`src/frame_redirect_classify_rewrite_top_macros.svh`:
```
// Assertion macros shared by the frame redirect block.
`ifndef FRAME_REDIRECT_CLASSIFY_REWRITE_TOP_MACROS_SVH
`define FRAME_REDIRECT_CLASSIFY_REWRITE_TOP_MACROS_SVH

// Same-cycle implication, sampled on clk, off during reset.
`define FRCR_ASSERT_IMP(lbl, ante, cons, msg) \
	lbl: assert property (@(posedge clk) disable iff (!arst_n) (ante) |-> (cons)) \
		else $error(msg);

// Next-cycle implication, sampled on clk, off during reset.
`define FRCR_ASSERT_NXT(lbl, ante, cons, msg) \
	lbl: assert property (@(posedge clk) disable iff (!arst_n) (ante) |=> (cons)) \
		else $error(msg);

`endif

```
`src/frcr_pkg.sv`:
```
// Types and constants of the frame redirect classifier.
package frcr_pkg;

	// Frame layout
	localparam int MAC_BYTES    = 6;
	localparam int ETYPE_HI_POS = 12;
	localparam int ETYPE_LO_POS = 13;
	localparam int IP4_ADDR_POS = 14 + 16;
	localparam int IP6_ADDR_POS = 14 + 24;
	localparam int ADDR4_LEN    = 4;
	localparam int ADDR6_LEN    = 16;
	localparam int IP4_ADDR_END = IP4_ADDR_POS + ADDR4_LEN;
	localparam int IP6_ADDR_END = IP6_ADDR_POS + ADDR6_LEN;

	localparam logic [15:0] ETYPE_IP4 = 16'h0800;
	localparam logic [15:0] ETYPE_IP6 = 16'h86DD;

	// Configuration register indexes
	localparam int CFG_IDX_W = 4;
	localparam logic [CFG_IDX_W-1:0] REG_LOCAL_MAC   = 4'd0;
	localparam logic [CFG_IDX_W-1:0] REG_SPOOF_MAC   = 4'd1;
	localparam logic [CFG_IDX_W-1:0] REG_LOCAL_HIGH  = 4'd2;
	localparam logic [CFG_IDX_W-1:0] REG_LOCAL_LOW   = 4'd3;
	localparam logic [CFG_IDX_W-1:0] REG_TARGET_HIGH = 4'd4;
	localparam logic [CFG_IDX_W-1:0] REG_TARGET_LOW  = 4'd5;
	localparam logic [CFG_IDX_W-1:0] REG_ADDR_SIZE   = 4'd6;
	localparam logic [CFG_IDX_W-1:0] REG_GATEWAY     = 4'd7;

	typedef struct packed {
		logic [7:0] frame_byte;
		logic       last_byte;
	} in_t;

	typedef struct packed {
		logic [7:0] out_byte;
		logic       frame_end;
		logic       redirect;
	} out_t;

	typedef struct packed {
		logic [47:0] local_mac;
		logic [47:0] spoof_mac;
		logic [63:0] local_addr_high;
		logic [63:0] local_addr_low;
		logic [63:0] target_addr_high;
		logic [63:0] target_addr_low;
		logic [4:0]  addr_size;
		logic        gateway_mode;
	} cfg_t;

endpackage

```
`src/frcr_cfg_regs.sv`:
```
// Configuration register file of the frame redirect classifier.
module frcr_cfg_regs (
	input  logic                           clk,
	input  logic                           arst_n,
	input  logic                           wr_en,
	input  logic [frcr_pkg::CFG_IDX_W-1:0] wr_index,
	input  logic [63:0]                    wr_data,
	output frcr_pkg::cfg_t                 cfg
);

	frcr_pkg::cfg_t cfg_q;

	// Register writes; unknown indexes are dropped
	always_ff @(posedge clk or negedge arst_n) begin
		if (!arst_n) begin
			cfg_q.local_mac        <= '0;
			cfg_q.spoof_mac        <= '0;
			cfg_q.local_addr_high  <= '0;
			cfg_q.local_addr_low   <= '0;
			cfg_q.target_addr_high <= '0;
			cfg_q.target_addr_low  <= '0;
			cfg_q.addr_size        <= 5'd4;
			cfg_q.gateway_mode     <= 1'b0;
		end else if (wr_en) begin
			case (wr_index)
				frcr_pkg::REG_LOCAL_MAC:   cfg_q.local_mac        <= wr_data[47:0];
				frcr_pkg::REG_SPOOF_MAC:   cfg_q.spoof_mac        <= wr_data[47:0];
				frcr_pkg::REG_LOCAL_HIGH:  cfg_q.local_addr_high  <= wr_data;
				frcr_pkg::REG_LOCAL_LOW:   cfg_q.local_addr_low   <= wr_data;
				frcr_pkg::REG_TARGET_HIGH: cfg_q.target_addr_high <= wr_data;
				frcr_pkg::REG_TARGET_LOW:  cfg_q.target_addr_low  <= wr_data;
				frcr_pkg::REG_ADDR_SIZE:   cfg_q.addr_size        <= wr_data[4:0];
				frcr_pkg::REG_GATEWAY:     cfg_q.gateway_mode     <= wr_data[0];
				default: ;
			endcase
		end
	end

	assign cfg = cfg_q;

endmodule

```
`src/frcr_engine.sv`:
```
// Per-byte classifier: frame position, match flags, MAC rewrite and verdict.
module frcr_engine #(
	parameter int MAX_FRAME_BYTES = 2048
) (
	input  logic           clk,
	input  logic           arst_n,
	input  frcr_pkg::cfg_t cfg,
	input  frcr_pkg::in_t  item,
	input  logic           commit,
	output frcr_pkg::out_t result
);

	localparam int PW = $clog2(MAX_FRAME_BYTES);
	localparam logic [PW-1:0] POS_MAX = PW'(MAX_FRAME_BYTES - 1);

	logic [PW-1:0] pos_q;
	logic          mac_eq_q;
	logic [15:0]   ekind_q;
	logic          local_eq_q;
	logic          target_eq_q;

	logic [PW-1:0] pos_d;
	logic          mac_eq_d;
	logic [15:0]   ekind_d;
	logic          local_eq_d;
	logic          target_eq_d;

	logic          in_mac;
	logic [7:0]    lmac_byte;
	logic [7:0]    smac_byte;
	logic          is4;
	logic          is6;
	logic [PW-1:0] start_w;
	logic [PW-1:0] end_w;
	logic [4:0]    len_w;
	logic          in_win;
	logic [3:0]    aidx;
	logic [7:0]    laddr_byte;
	logic [7:0]    taddr_byte;
	logic          complete;
	logic          verdict;

	// MAC byte i of a 48-bit MAC, byte 0 most significant
	function automatic logic [7:0] mac_byte(input logic [47:0] m, input logic [2:0] i);
		logic [7:0] r;
		begin
			case (i)
				3'd0:    r = m[47:40];
				3'd1:    r = m[39:32];
				3'd2:    r = m[31:24];
				3'd3:    r = m[23:16];
				3'd4:    r = m[15:8];
				3'd5:    r = m[7:0];
				default: r = 8'h00;
			endcase
			return r;
		end
	endfunction

	// Address byte i, first byte most significant; short form uses lo[31:0]
	function automatic logic [7:0] addr_byte(input logic [63:0] hi, input logic [63:0] lo,
			input logic [3:0] i, input logic short_form);
		logic [63:0] sh;
		begin
			if (short_form)
				sh = lo >> {3'b000, ~i[1:0], 3'b000};
			else if (!i[3])
				sh = hi >> {~i[2:0], 3'b000};
			else
				sh = lo >> {~i[2:0], 3'b000};
			return sh[7:0];
		end
	endfunction

	// Destination MAC compare and rewrite
	assign in_mac    = pos_q < PW'(frcr_pkg::MAC_BYTES);
	assign lmac_byte = mac_byte(cfg.local_mac, pos_q[2:0]);
	assign smac_byte = mac_byte(cfg.spoof_mac, pos_q[2:0]);
	assign mac_eq_d  = mac_eq_q & ~(in_mac & (lmac_byte != item.frame_byte));

	// EtherType capture
	always_comb begin
		ekind_d = ekind_q;
		if (pos_q == PW'(frcr_pkg::ETYPE_HI_POS))
			ekind_d[15:8] = item.frame_byte;
		else if (pos_q == PW'(frcr_pkg::ETYPE_LO_POS))
			ekind_d[7:0] = item.frame_byte;
	end

	// Address window of the network header
	assign is4 = ekind_d == frcr_pkg::ETYPE_IP4;
	assign is6 = ekind_d == frcr_pkg::ETYPE_IP6;

	always_comb begin
		start_w = PW'(frcr_pkg::IP6_ADDR_POS);
		end_w   = PW'(frcr_pkg::IP6_ADDR_END);
		len_w   = 5'(frcr_pkg::ADDR6_LEN);
		if (is4) begin
			start_w = PW'(frcr_pkg::IP4_ADDR_POS);
			end_w   = PW'(frcr_pkg::IP4_ADDR_END);
			len_w   = 5'(frcr_pkg::ADDR4_LEN);
		end
	end

	assign in_win     = (is4 | is6) & (pos_q >= start_w) & (pos_q < end_w);
	assign aidx       = 4'(pos_q - start_w);
	assign laddr_byte = addr_byte(cfg.local_addr_high, cfg.local_addr_low, aidx, is4);
	assign taddr_byte = addr_byte(cfg.target_addr_high, cfg.target_addr_low, aidx, is4);
	assign local_eq_d  = local_eq_q & ~(in_win & (laddr_byte != item.frame_byte));
	assign target_eq_d = target_eq_q & ~(in_win & (taddr_byte != item.frame_byte));

	// Verdict on the final byte
	assign complete = (is4 | is6) & (pos_q >= end_w - PW'(1));
	assign verdict  = mac_eq_d & complete & (cfg.addr_size == len_w) &
		(cfg.gateway_mode ? ~local_eq_d : target_eq_d);

	assign result.out_byte  = in_mac ? smac_byte : item.frame_byte;
	assign result.frame_end = item.last_byte;
	assign result.redirect  = item.last_byte & verdict;

	// Saturating frame position
	assign pos_d = (pos_q < POS_MAX) ? pos_q + PW'(1) : pos_q;

	// Frame state, restarted after the final byte
	always_ff @(posedge clk or negedge arst_n) begin
		if (!arst_n) begin
			pos_q       <= '0;
			mac_eq_q    <= 1'b1;
			ekind_q     <= '0;
			local_eq_q  <= 1'b1;
			target_eq_q <= 1'b1;
		end else if (commit) begin
			if (item.last_byte) begin
				pos_q       <= '0;
				mac_eq_q    <= 1'b1;
				ekind_q     <= '0;
				local_eq_q  <= 1'b1;
				target_eq_q <= 1'b1;
			end else begin
				pos_q       <= pos_d;
				mac_eq_q    <= mac_eq_d;
				ekind_q     <= ekind_d;
				local_eq_q  <= local_eq_d;
				target_eq_q <= target_eq_d;
			end
		end
	end

endmodule

```
`src/frame_redirect_classify_rewrite_top.sv`:
```
// A byte taken in is held in the input register until the result register is free, then its
// classified result moves into the result register and is offered at the output.
// Throughput: one byte per cycle; the input register is refilled in the cycle its byte
// moves into the output register, so the only wait is a stall from the output side.
// The classifier state (position, match flags, EtherType) updates once per byte.
// Reset (arst_n low, asynchronous) empties both registers, restarts the frame state
// and loads the registers with their defaults (addr_size 4, everything else zero).
`include "frame_redirect_classify_rewrite_top_macros.svh"

module frame_redirect_classify_rewrite_top #(
	parameter int MAX_FRAME_BYTES = 2048
) (
	input  logic                           clk,
	input  logic                           arst_n,
	input  logic                           in_valid,
	output logic                           in_stall,
	input  frcr_pkg::in_t                  in_data,
	output logic                           out_valid,
	input  logic                           out_stall,
	output frcr_pkg::out_t                 out_data,
	input  logic                           cfg_valid,
	output logic                           cfg_ready,
	input  logic [frcr_pkg::CFG_IDX_W-1:0] cfg_index,
	input  logic [63:0]                    cfg_data
);

	frcr_pkg::cfg_t cfg;
	frcr_pkg::in_t  data_s1;
	logic           valid_s1;
	frcr_pkg::out_t result;
	frcr_pkg::out_t data_s2;
	logic           valid_s2;
	logic           adv;

	assign cfg_ready = 1'b1;

	frcr_cfg_regs u_cfg (
		.clk      (clk),
		.arst_n   (arst_n),
		.wr_en    (cfg_valid & cfg_ready),
		.wr_index (cfg_index),
		.wr_data  (cfg_data),
		.cfg      (cfg)
	);

	// Byte in the input register moves on when the output register is free
	assign adv      = valid_s1 & (~valid_s2 | ~out_stall);
	assign in_stall = valid_s1 & ~adv;

	// Input register
	always_ff @(posedge clk or negedge arst_n) begin
		if (!arst_n) begin
			valid_s1 <= 1'b0;
		end else if (!in_stall) begin
			valid_s1 <= in_valid;
		end
	end

	always_ff @(posedge clk) begin
		if (in_valid && !in_stall) begin
			data_s1 <= in_data;
		end
	end

	frcr_engine #(
		.MAX_FRAME_BYTES (MAX_FRAME_BYTES)
	) u_engine (
		.clk    (clk),
		.arst_n (arst_n),
		.cfg    (cfg),
		.item   (data_s1),
		.commit (adv),
		.result (result)
	);

	// Result register
	always_ff @(posedge clk or negedge arst_n) begin
		if (!arst_n) begin
			valid_s2 <= 1'b0;
		end else if (adv) begin
			valid_s2 <= 1'b1;
		end else if (!out_stall) begin
			valid_s2 <= 1'b0;
		end
	end

	always_ff @(posedge clk) begin
		if (adv) begin
			data_s2 <= result;
		end
	end

	assign out_valid = valid_s2;
	assign out_data  = data_s2;

	// Checks
	`FRCR_ASSERT_IMP(a_redirect_at_end, out_valid && out_data.redirect, out_data.frame_end, "redirect without frame end")
	`FRCR_ASSERT_NXT(a_s1_held, valid_s1 && !adv, valid_s1 && $stable(data_s1), "input register lost a byte")
	`FRCR_ASSERT_NXT(a_adv_fills_out, adv, valid_s2, "advanced byte missing at output")

endmodule

```
`config.mk`:
```
export PLATFORM = sky130hd
export DESIGN_NAME = frame_redirect_classify_rewrite_top
export DESIGN_NICKNAME = d
export VERILOG_FILES = /design/src/frcr_pkg.sv /design/src/frcr_cfg_regs.sv /design/src/frcr_engine.sv /design/src/frame_redirect_classify_rewrite_top.sv
export VERILOG_INCLUDE_DIRS = /design/src /design/src/src
export SDC_FILE = /design/constraint.sdc
export NUM_CORES = 1
export LEC_CHECK = 0
export BUFFER_PORTS_ARGS = -buffer_cell sky130_fd_sc_hd__buf_2
export CORE_MARGIN = 5
export CORE_UTILIZATION = 38
export DETAILED_ROUTE_END_ITERATION = 16
export PLACE_DENSITY = 0.58
export SYNTH_ARGS = -nofsm -noshare
export SYNTH_HDL_FRONTEND = slang
export SYNTH_SLANG_ARGS = --single-unit
```
`constraint.sdc`:
```
create_clock -name clk -period 8.15 [get_ports clk]
set_clock_uncertainty 0.05 [all_clocks]
set_input_delay 0.4075 -clock clk [delete_from_list [all_inputs] [get_ports clk]]
set_output_delay 0.4075 -clock clk [all_outputs]
set_load 0.02 [all_outputs]
```
==> impl_metrics.ini, run 1 <==
[placed_design]
dp_hpwl_um = 36760
placement.io_buffers = 93
weighted_congestion_at_the_end_of_routability_driven_global_placement = 0.9092
pre_cts_ws_ns = 0.7342
placed_cell_area_mm2 = 0.02068

[power_and_ir_drop]
power.density_mw_per_mm2 = 295.2
worst_ir_drop_vdd_mv = 0.1773
cellLeakagePower_nw = 9.515
post-layout-total-power_w = 0.006575

[synth]
synth-edff-count = 19
netlist-cell-type-count = 85
synth_seq_area_share_pct = 52.72
synthesized_area_mm2 = 0.01961
yosys_register_bits = 409
syn_inst = 1486
synth.avg_cell_area_um2 = 13.19
ys.warnings.count = 0
number_of_nets_in_the_synthesized_netlist = 1580
dominantRegCellSynth = sky130_fd_sc_hd__dfrtp_1
async_reset_ff_share_pct = 95.35

[timing]
setup_violations = 0
unrepaired_setup_endpoints_after_global_routing = false
fin_ws_ns = 0.5316
fin_crit_sh_pct = 93.48
max-slew-margin-rel_pct = 19.92
hold_violations = 0
fmax_ghz = 0.1313
totalNegativeSetupSlack_ns = 0
worst-slew-pin-transition_ns = 1.197
timing.final.crit_period_ns = 7.618
timing.final.max_slew_violations = 0

[critical_path]
worstSetupStartpointType = flop
critical_path_arrival_ns = 7.88
timing.critical_path.required_ns = 8.41
crit_type = flop to flop
endpoint_kind = flop
critPathMaxFanout = 36

[cts]
cts_hold_repair.buffers = 11
post-cts-setup-buffer-count = 0
tritoncts = done
numCtsBuffers = 46
cts_resized = 0
cts.root.buffer_cell = sky130_fd_sc_hd__clkbuf_16
max-clock-path-buffers = 3
clkLatencyLatePin_ns = 0.58
clkSinkCount = 409
cts.clk_slew.worst_paths_ns = 0.06
htree_num_levels = 2

[route]
vias_per_cell = 5.693
drc_errors = 0
wl_met2_um = 25570
postRouteWirelength_um = 55200
detailroute.via_count = 12924
drt-initial-drc-count = 891
detailroute.wirelength.met3_um = 2876
wirelength_met1_um = 24720
dr.pass1.iters = 5
highest_layer = met5
drtAntennaViolNets = 0
routedWlPerCell_um = 24.31

[global_route]
grt_first_pass_wirelength_um = 85210
globalRoute.totalOverflow = 0
number_of_global_route_vias_before_repair = 13289
grt_max_degree = 196
antenna_violations_before_repair = 2
globalRouteTotalUtil_pct = 19.42

[floorplanning]
floorplan.core_area_mm2 = 0.05120
std_cell_rows = 83
die_height_um = 237.1
floorplan_die_width_um = 237.1
io-pin-count = 95
initial_core_util_pct = 38.29
die-area_mm2 = 0.05624

[cells_and_area]
drive_above_1_share_pct = 39.06
design.final.nets = 1647
cell_area_after_layout_mm2 = 0.02228
area.growth.synth_to_final_pct = 13.63
antenna_cells_inserted = 0

[outcome]
outcome = finished clean

[worst_hold_path]
min-delay-path-class = input port to flop

[run]
max_cap_violations = 0
-- critical path: stages, from the launching register on --
cell and delay (ns):
sky130_fd_sc_hd__dfrtp_2 0.75, sky130_fd_sc_hd__clkinv_1 0.48, sky130_fd_sc_hd__ha_1 0.32, sky130_fd_sc_hd__buf_4 0.23, sky130_fd_sc_hd__and2_1 0.41, sky130_fd_sc_hd__nand3_1 0.45
sky130_fd_sc_hd__mux2_2 0.43, sky130_fd_sc_hd__nor4_4 0.45, sky130_fd_sc_hd__nand4_4 0.30, sky130_fd_sc_hd__ha_1 0.56, sky130_fd_sc_hd__xnor2_2 0.15, sky130_fd_sc_hd__buf_4 0.44
sky130_fd_sc_hd__mux2_2 0.39, sky130_fd_sc_hd__nor4_1 0.48, sky130_fd_sc_hd__mux2i_1 0.16, sky130_fd_sc_hd__o2bb2ai_1 0.16, sky130_fd_sc_hd__mux2i_1 0.15, sky130_fd_sc_hd__o211ai_1 0.12
sky130_fd_sc_hd__nor4b_2 0.44, sky130_fd_sc_hd__a31oi_1 0.15, sky130_fd_sc_hd__o221a_1 0.24
-- through the flow --
step                      utilization (%)  hold slack, ns  instances
after floorplan                         -         0.06191       1486
after global placement              40.39          0.3434       2174
after detailed placement            40.39          0.3472       2174
after CTS                           43.51         0.02612       2270
after global routing                43.51         0.04676       2270
final                               43.51         0.05570       2270
-- metal layers --
| metal | GRT usage, % | vias up |
|---|---|---|
| met5 | 0 | - |
| met4 | 6.962 | 4 |
| met3 | 2.970 | 87 |
| met2 | 30.39 | 362 |
| met1 | 27.69 | 6771 |
| li1 | - | 5700 |
-- report_power, final --
part           switching (W)  total [W]  internal, W
Combinational       0.000938    0.00177     0.000830
Sequential          0.000278    0.00277      0.00249
Clock               0.000848    0.00204      0.00119
Total                0.00206    0.00658      0.00451
-- Yosys cell counts (7+ instances only) --
cell,instances,area [um^2]
sky130_fd_sc_hd__nor2_1,50,187.7
sky130_fd_sc_hd__mux4_2,39,878.3
sky130_fd_sc_hd__and2_1,11,68.82
sky130_fd_sc_hd__clkbuf_1,70,262.8
sky130_fd_sc_hd__inv_1,17,63.81
sky130_fd_sc_hd__a32oi_1,8,70.07
sky130_fd_sc_hd__mux2_2,375,4223
sky130_fd_sc_hd__and3_1,7,43.79
sky130_fd_sc_hd__a22o_1,7,61.31
sky130_fd_sc_hd__nor3b_1,12,90.09
sky130_fd_sc_hd__buf_2,14,70.07
sky130_fd_sc_hd__a31oi_1,13,81.33
sky130_fd_sc_hd__a222oi_1,19,190.2
sky130_fd_sc_hd__nand3b_1,19,142.6
sky130_fd_sc_hd__buf_1,10,37.54
sky130_fd_sc_hd__nand2_1,86,322.8
sky130_fd_sc_hd__nor4_1,8,50.05
sky130_fd_sc_hd__nand2b_1,7,43.79
sky130_fd_sc_hd__nor3_1,8,40.04
sky130_fd_sc_hd__a22oi_1,13,97.59
sky130_fd_sc_hd__mux2i_1,45,450.4
sky130_fd_sc_hd__dfrtp_1,386,9659
sky130_fd_sc_hd__nand3_1,26,130.1
sky130_fd_sc_hd__ha_1,12,150.1
sky130_fd_sc_hd__edfxtp_1,19,570.6
sky130_fd_sc_hd__o21ai_0,29,145.1
sky130_fd_sc_hd__xnor2_1,12,105.1
sky130_fd_sc_hd__a21oi_1,31,155.2
sky130_fd_sc_hd__nand4_1,10,62.56
-- cells in the final DEF, fill, tap and decap left out, drive strengths merged, types with 7 or more instances in the layout --
master	Yosys	routed
nand3	26	26
a21oi	31	31
ha	12	12
o31ai	7	7
nor3	8	8
clkinv	2	10
o21ai	29	29
nor2	50	50
and3	8	8
xnor2	12	12
clkbuf	71	72
dlygate4sd3	0	11
nand4	11	11
nor3b	12	12
a22o	7	7
a31oi	13	13
mux2i	45	45
nor4	10	10
dfrtp	386	386
a32oi	8	8
nand3b	19	19
a22oi	13	13
inv	17	20
buf	30	109
nand2b	7	7
mux4	39	39
nand2	87	87
edfxtp	19	19
a222oi	19	19
mux2	375	375
and2	12	12
-- cells by family after synthesis --
logic type,share of synthesized area [%]
other,0.01913
buffers and inverters,2.527
DFF,52.72
AOI/OAI and AO/OA,7.422
and+or+nand+nor,7.390
xor gates and xnor gates,0.8424
muxes,28.32
adders and majority gates,0.7658
-- state kept, by name, summed over array words and instances, names as in the netlist --
register / flops
out_valid: 1
u_engine.ekind_q: 16
out_data: 10
u_engine.pos_q: 11
u_cfg.cfg: 358
data_s1: 9
u_engine.local_eq_q: 1
valid_s1: 1
u_engine.target_eq_q: 1
u_engine.mac_eq_q: 1
-- worst paths after layout --
check / to / from / cells past startpoint / slack [ns]
max: out_data[0]$_DFFE_PP_ / u_engine.pos_q[1]$_DFFE_PN0P_ / 20 / 0.53
min: out_valid$_DFFE_PN0P_ / out_stall / 3 / 0.06
max reg2reg: out_data[0]$_DFFE_PP_ / u_engine.pos_q[1]$_DFFE_PN0P_ / 20 / 0.53
min reg2reg: u_engine.ekind_q[8]$_DFFE_PN0P_ / u_engine.ekind_q[8]$_DFFE_PN0P_ / 2 / 0.44
max in group asynchronous: u_engine.ekind_q[0]$_DFFE_PN0P_ / arst_n / 4 / 5.57
min in group asynchronous: u_cfg.cfg[92]$_DFFE_PN0P_ / arst_n / 2 / 0.33
-- area by class of cell --
cell class                      count  area, um^2
Clock buffer                       72        1370
Inverter                           19       71.32
Fill cell                        4675       28920
Timing Repair Buffer              120       718.2
Multi-Input combinational cell    957        8811
Sequential cell                   409       10340
Clock inverter                     13       116.4
Tap cell                          680       850.8
No activity file was read; power rests on OpenSTA's default activity.
==> run 2: changes to the inputs <==
--- a/config.mk
+++ b/config.mk
@@ -11,6 +11,7 @@
 export CORE_UTILIZATION = 38
 export DETAILED_ROUTE_END_ITERATION = 16
 export PLACE_DENSITY = 0.58
+export RECOVER_POWER = 50
 export SYNTH_ARGS = -nofsm -noshare
 export SYNTH_HDL_FRONTEND = slang
 export SYNTH_SLANG_ARGS = --single-unit
==> run 2 against run 1 <==
Compared with the run above:
- the run now ends with capacitance limit, slew limit left
- utilization fell by 0.11 points
- sequential cell count did not move
- die area did not move
- first-iteration DRC count rose by 4.2%
- critical path depth did not move
- sequential power barely moved
- worst setup slack improved by 0.024 ns
- maximum frequency rose by 0.32%
- via count rose by 0.39%
- critical path type unchanged
- clock-buffer cell count did not move
==> impl_metrics.ini, run 2 (synthesis results as in run 1) <==
[outcome]
outcome = complete, but fails checks
violations = capacitance limit, slew limit

[critical_path]
path_buf_inv = 3
endpoint_kind = flop
critPathTopFamily = simple AND/OR/NAND/NOR gates
worst_path_max_delay_cell = sky130_fd_sc_hd__dfrtp_2
crit_type = flop to flop
worstSetupStartpointType = flop
timing.critical_path.required_ns = 8.41
critical_path_arrival_ns = 7.86
critPathMaxFanout = 36
cp_slowest_stage_delay_ns = 0.76
worstPathCellList = clkinv_1 > ha_1 > buf_4 > and2_1 > nand3_1 > mux2_2 > nor4_4 > nand4_4 > ha_1 > xnor2_2 > buf_4 > mux2_2 > nor4_1 > mux2i_1 > o2bb2ai_1 > mux2i_1 > o211ai_1 > nor4b_2 > a31oi_1 > o221a_1

[floorplanning]
floorplan.core_area_mm2 = 0.05120
die_height_um = 237.1
std_cell_rows = 83
die-area_mm2 = 0.05624
initial_core_util_pct = 38.29
floorplan_die_width_um = 237.1
io-pin-count = 95

[cells_and_area]
design.final.nets = 1647
most-common-layout-cells = 384 x sky130_fd_sc_hd__dfrtp_1, 375 x sky130_fd_sc_hd__mux2_2, 85 x sky130_fd_sc_hd__nand2_1
most_common_cell_after_layout_fill_and_taps_aside = sky130_fd_sc_hd__dfrtp_1
drive_above_1_share_pct = 37.67
area.growth.synth_to_final_pct = 13.35
number_of_flip_flops_in_the_largest_register = 358
antenna_cells_inserted = 0
cell_area_after_layout_mm2 = 0.02222

[cts]
post-cts-setup-buffer-count = 0
clkLatencyLatePin_ns = 0.58
htree_num_levels = 2
max-clock-path-buffers = 3
tritoncts = done
cts.root.buffer_cell = sky130_fd_sc_hd__clkbuf_16
cts.clk_slew.worst_paths_ns = 0.06
numCtsBuffers = 46
clkSinkCount = 409

[route]
drt-initial-drc-count = 928
detailroute.via_count = 12975
postRouteWirelength_um = 55400
routedWlPerCell_um = 24.41
vias_per_cell = 5.716
drtAntennaViolNets = 0
dr.pass1.iters = 5
drc_errors = 0

[timing]
timing.hold.ws_ns = 0.05517
max-slew-margin-rel_pct = -196.4
unrepaired_setup_endpoints_after_global_routing = false
timing.final.max_slew_violations = 359
fin_ws_ns = 0.5560
fmax_ghz = 0.1317
hold_violations = 0
totalNegativeSetupSlack_ns = 0
fin_crit_sh_pct = 93.18
worst-slew-pin-transition_ns = 4.445
setup_violations = 0
timing.final.crit_period_ns = 7.594

[power_and_ir_drop]
cellLeakagePower_nw = 9.448
power.density_mw_per_mm2 = 295.7
worst_ir_drop_vdd_mv = 0.1771
post-layout-total-power_w = 0.006571

[global_route]
number_of_global_route_vias_before_repair = 13289
antenna_violations_before_repair = 2
globalRoute.totalOverflow = 0
grt_first_pass_wirelength_um = 85210
grt_max_degree = 196
globalRouteTotalUtil_pct = 19.42

[placed_design]
dp_hpwl_um = 36760
placed_cell_area_mm2 = 0.02068
placement.io_buffers = 93
pre_cts_ws_ns = 0.7342
weighted_congestion_at_the_end_of_routability_driven_global_placement = 0.9092

[run]
max_cap_violations = 6

[worst_hold_path]
min-delay-path-class = input port to flop
==> run 2: changes by cell type in the layout (fill, tap and decap cells not counted) <==
cell,before,now
sky130_fd_sc_hd__nor3b_2,1,0
sky130_fd_sc_hd__clkbuf_1,15,35
sky130_fd_sc_hd__buf_2,92,77
sky130_fd_sc_hd__nor3b_1,11,12
sky130_fd_sc_hd__buf_8,1,0
sky130_fd_sc_hd__or3_1,0,1
sky130_fd_sc_hd__buf_4,15,11
sky130_fd_sc_hd__and2_0,0,1
sky130_fd_sc_hd__and2_1,11,10
sky130_fd_sc_hd__or3_4,1,0
==> run 2: path summary, 6_finish.rpt <==
kind                                                 startpoint                               to  slack, ns  cells past startpoint
worst max register to register    u_engine.pos_q[1]$_DFFE_PN0P_            out_data[0]$_DFFE_PP_       0.56                     20
worst min-delay path                                  out_stall            out_valid$_DFFE_PN0P_       0.06                      3
worst min register to register  u_engine.ekind_q[8]$_DFFE_PN0P_  u_engine.ekind_q[8]$_DFFE_PN0P_       0.44                      2
min in group asynchronous                                arst_n        u_cfg.cfg[92]$_DFFE_PN0P_       1.63                      2
max in group asynchronous                                arst_n  u_engine.ekind_q[0]$_DFFE_PN0P_       3.17                      4
worst max-delay path              u_engine.pos_q[1]$_DFFE_PN0P_            out_data[0]$_DFFE_PP_       0.56                     20
==> run 2: tightest hold or removal path, delay by kind of cell <==
kind                   cells  cell delay, ns
AND/OR/NAND/NOR            2            0.15
buffers and inverters      1            0.09
==> run 2: per-stage QoR <==
step / util [%] / std cells
after global routing: 43.41 / 2270
after global placement: 40.39 / 2174
after floorplan: - / 1486
after detailed placement: 40.39 / 2174
final: 43.41 / 2270
after CTS: 43.51 / 2270
==> run 2: report_power, final <==
| part | total (W) | switching (W) | leakage [nW] | internal (W) |
|---|---|---|---|---|
| Clock | 0.00204 | 0.000849 | 0.733 | 0.00119 |
| Sequential | 0.00277 | 0.000278 | 5.00 | 0.00249 |
| Combinational | 0.00176 | 0.000933 | 3.72 | 0.000830 |
==> run 2: layout make-up <==
cell class	count	area, um^2
timing repair buffer	120	673.1
clock buffer	72	1370
multi-input combinational	957	8801
inverter	19	71.32
fill	4693	28980
sequential	409	10340
tap	680	850.8
clock inverter	13	116.4
==> run 2: layer usage <==
metal / part of all wire (%) / global-route usage [%] / wire (um)
met4: 3.7 / 6.962 / 2027
met3: 5.2 / 2.970 / 2896
met5: 0.049 / 0 / 27
met1: 45 / 27.69 / 24690
met2: 47 / 30.39 / 25770
==> run 2: repair_timing <==
action,CTS,global route
hold buffers,11,0
endpoints found under the setup margin,0,0
hold endpoints to repair,74,0
resized for setup,0,0
==> run 3: changes to the inputs <==
--- a/config.mk
+++ b/config.mk
@@ -6,11 +6,12 @@
 export SDC_FILE = /design/constraint.sdc
 export NUM_CORES = 1
 export LEC_CHECK = 0
+export ABC_AREA = 1
 export BUFFER_PORTS_ARGS = -buffer_cell sky130_fd_sc_hd__buf_2
-export CORE_MARGIN = 5
-export CORE_UTILIZATION = 38
+export CORE_MARGIN = 3
+export CORE_UTILIZATION = 30
 export DETAILED_ROUTE_END_ITERATION = 16
-export PLACE_DENSITY = 0.58
+export PLACE_DENSITY = 0.49
 export RECOVER_POWER = 50
 export SYNTH_ARGS = -nofsm -noshare
 export SYNTH_HDL_FRONTEND = slang
==> run 3 against run 2 <==
Compared with the run above:
- worst hold slack better by 0.028 ns
- total power is 11% higher
- synthesized cell count up 61%
- the flow still finishes with violations (capacitance limit, slew limit)
- sequential share of layout area increased by 0.28 points
==> impl_metrics.ini, run 3 <==
[outcome]
outcome = complete, but fails checks
violations = capacitance limit, slew limit

[cts]
max-clock-path-buffers = 3
clkLatencyLatePin_ns = 0.60
cts_resized = 0
cts.clk_slew.worst_paths_ns = 0.06
htree_num_levels = 2
cts.root.buffer_cell = sky130_fd_sc_hd__clkbuf_16
tritoncts = done
post-cts-setup-buffer-count = 0
clkSinkCount = 409
cts_hold_repair.buffers = 12
numCtsBuffers = 47

[route]
dr.pass1.iters = 8
postRouteWirelength_um = 66440
routedWlPerCell_um = 20.14
drt-initial-drc-count = 1550
vias_per_cell = 5.064
drc_errors = 0
detailroute.via_count = 16705
drtAntennaViolNets = 0

[synth]
yosys_register_bits = 409
number_of_nets_in_the_synthesized_netlist = 2487
ys.warnings.count = 0
top_area_cell_type_share_of_the_netlist_area_pct = 50.00
synthesized_area_mm2 = 0.01932
synth-edff-count = 19
dominantRegCellSynth = sky130_fd_sc_hd__dfrtp_1
synth.avg_cell_area_um2 = 8.072
ys_top_cells_by_count = 769 x sky130_fd_sc_hd__nand2_1, 424 x sky130_fd_sc_hd__o21ai_0, 386 x sky130_fd_sc_hd__dfrtp_1
syn_inst = 2393
netlist.top_cell.by_area = sky130_fd_sc_hd__dfrtp_1
netlist-cell-type-count = 39
most_used_standard_cell_by_instance_count_after_synthesis = sky130_fd_sc_hd__nand2_1
synth_top_cells_by_area = sky130_fd_sc_hd__dfrtp_1 50%, sky130_fd_sc_hd__nand2_1 15%, sky130_fd_sc_hd__o21ai_0 11%
synth_seq_area_share_pct = 53.50
async_reset_ff_share_pct = 95.35

[timing]
totalNegativeSetupSlack_ns = 0
fmax_ghz = 0.1572
timing.final.max_slew_violations = 599
worst-slew-pin-transition_ns = 6.261
timing.hold.ws_ns = 0.08323
setup_violations = 0
hold_violations = 0
timing.final.crit_period_ns = 6.359
unrepaired_setup_endpoints_after_global_routing = false
max-slew-margin-rel_pct = -317.4
fin_crit_sh_pct = 78.03

[cells_and_area]
most_common_cell_after_layout_fill_and_taps_aside = sky130_fd_sc_hd__nand2_1
number_of_flip_flops_in_the_largest_register = 358
register_area_mm2 = 0.01034
antenna_cells_inserted = 0
cell_area_after_layout_mm2 = 0.02208
design.final.nets = 2511
drive_above_1_share_pct = 8.276
nFillCells = 6704
area.growth.synth_to_final_pct = 14.33
most-common-layout-cells = 767 x sky130_fd_sc_hd__nand2_1, 424 x sky130_fd_sc_hd__o21ai_0, 384 x sky130_fd_sc_hd__dfrtp_1
layout.core_utilization_pct = 34.82
multiInputGateArea_mm2 = 0.007818

[critical_path]
worst_path_max_delay_cell = sky130_fd_sc_hd__nor2_1
worst_r2r_path_depth = 30
setup.reg_to_reg.worst_slack_ns = 1.79
worstSetupStartpointType = flop
critPathMaxFanout = 32
cp_common_cell = sky130_fd_sc_hd__nand2_1
endpoint_kind = flop
crit_type = flop to flop
cp_slowest_stage_delay_ns = 0.62
timing.critical_path.required_ns = 8.44
reg2reg_from = u_engine.pos_q[0]$_DFFE_PN0P_
timing.rr.end = out_data[0]$_DFFE_PP_
critical_path_arrival_ns = 6.65

[placed_design]
dp_hpwl_um = 43200
placement.io_buffers = 93
placed_cell_area_mm2 = 0.02049
weighted_congestion_at_the_end_of_routability_driven_global_placement = 0.8540

[floorplanning]
floorplan.core_area_mm2 = 0.06343
die_height_um = 259.8
initial_core_util_pct = 30.46
io-pin-count = 95
die-area_mm2 = 0.06747
floorplan_die_width_um = 259.8
std_cell_rows = 92

[power_and_ir_drop]
cellLeakagePower_nw = 10.41
worst_ir_drop_vdd_mv = 0.1996
post-layout-total-power_w = 0.007300
power.density_mw_per_mm2 = 330.5

[global_route]
grt_max_degree = 108
globalRouteTotalUtil_pct = 19.70
number_of_global_route_vias_before_repair = 15896
antenna_violations_before_repair = 2
grt_first_pass_wirelength_um = 100900
globalRoute.totalOverflow = 0

[worst_hold_path]
min-delay-path-class = input port to flop
min-delay-start = cfg_data[52]
worst_hold_path_stage_count = 3
whs_endpoint = u_cfg.cfg[58]$_DFFE_PN0P_

[run]
max_cap_violations = 7
-- run 3: per-stage QoR --
stage / instances / worst slack, ns
global placement: 3202 / 1.983
floorplan: 2393 / 3.222
global route: 3299 / 0.7176
finish: 3299 / 1.791
CTS: 3299 / 1.784
detailed placement: 3202 / 1.791
-- run 3: kinds of logic (layout without fill, tap and decap cells) --
kind of cell / after synthesis / count (layout) / share of synthesized area [%]
compound gates: 542 / 542 / 15.07
xor+xnor: 9 / 9 / 0.4081
fa+ha+maj: 12 / 12 / 0.7772
buf+inv: 304 / 364 / 6.082
flops: 409 / 409 / 53.50
other cells: 1 / 1 / 0.01941
simple gates: 1116 / 1116 / 24.15
-- run 3: per-layer routing --
metal | global-route usage (%) | share of wire [%]
met1 | 27.43 | 46
met2 | 31.32 | 46
met4 | 6.166 | 2.8
met3 | 3.243 | 5.4
met5 | 0 | 0
-- run 3: power by group --
| part | switching (W) | internal, W |
|---|---|---|
| combinational | 0.00168 | 0.000747 |
| clock | 0.000877 | 0.00130 |
| sequential | 0.000236 | 0.00246 |
| total | 0.00280 | 0.00450 |
-- run 3: area by class of cell --
cell class	instances	area share [%]
Tap cell	846	4.793
Inverter	153	2.600
Timing Repair Buffer	126	3.224
Clock inverter	14	0.7535
Sequential cell	409	46.81
Clock buffer	71	6.425
Multi-Input combinational cell	1680	35.40
-- run 3: how the worst max path moves through the flow --
stage	start	end	cells past startpoint
floorplan	u_engine.pos_q[0]$_DFFE_PN0P_	out_data[0]$_DFFE_PP_	35
global placement	u_engine.pos_q[0]$_DFFE_PN0P_	out_data[0]$_DFFE_PP_	30
detailed placement	u_engine.pos_q[0]$_DFFE_PN0P_	out_data[0]$_DFFE_PP_	30
CTS	u_engine.pos_q[0]$_DFFE_PN0P_	out_data[0]$_DFFE_PP_	30
global route	arst_n	u_engine.pos_q[10]$_DFFE_PN0P_	2
finish	u_engine.pos_q[0]$_DFFE_PN0P_	out_data[0]$_DFFE_PP_	30
-- run 3: critical path, delay by kind of cell (launching register included) --
kind,cells,cell delay (ns)
AO/OA/AOI/OAI,2,0.44
adder cells (fa/ha/maj),2,0.80
buffers and inverters,3,1.08
flip-flops,1,0.40
AND/OR/NAND/NOR,23,3.31
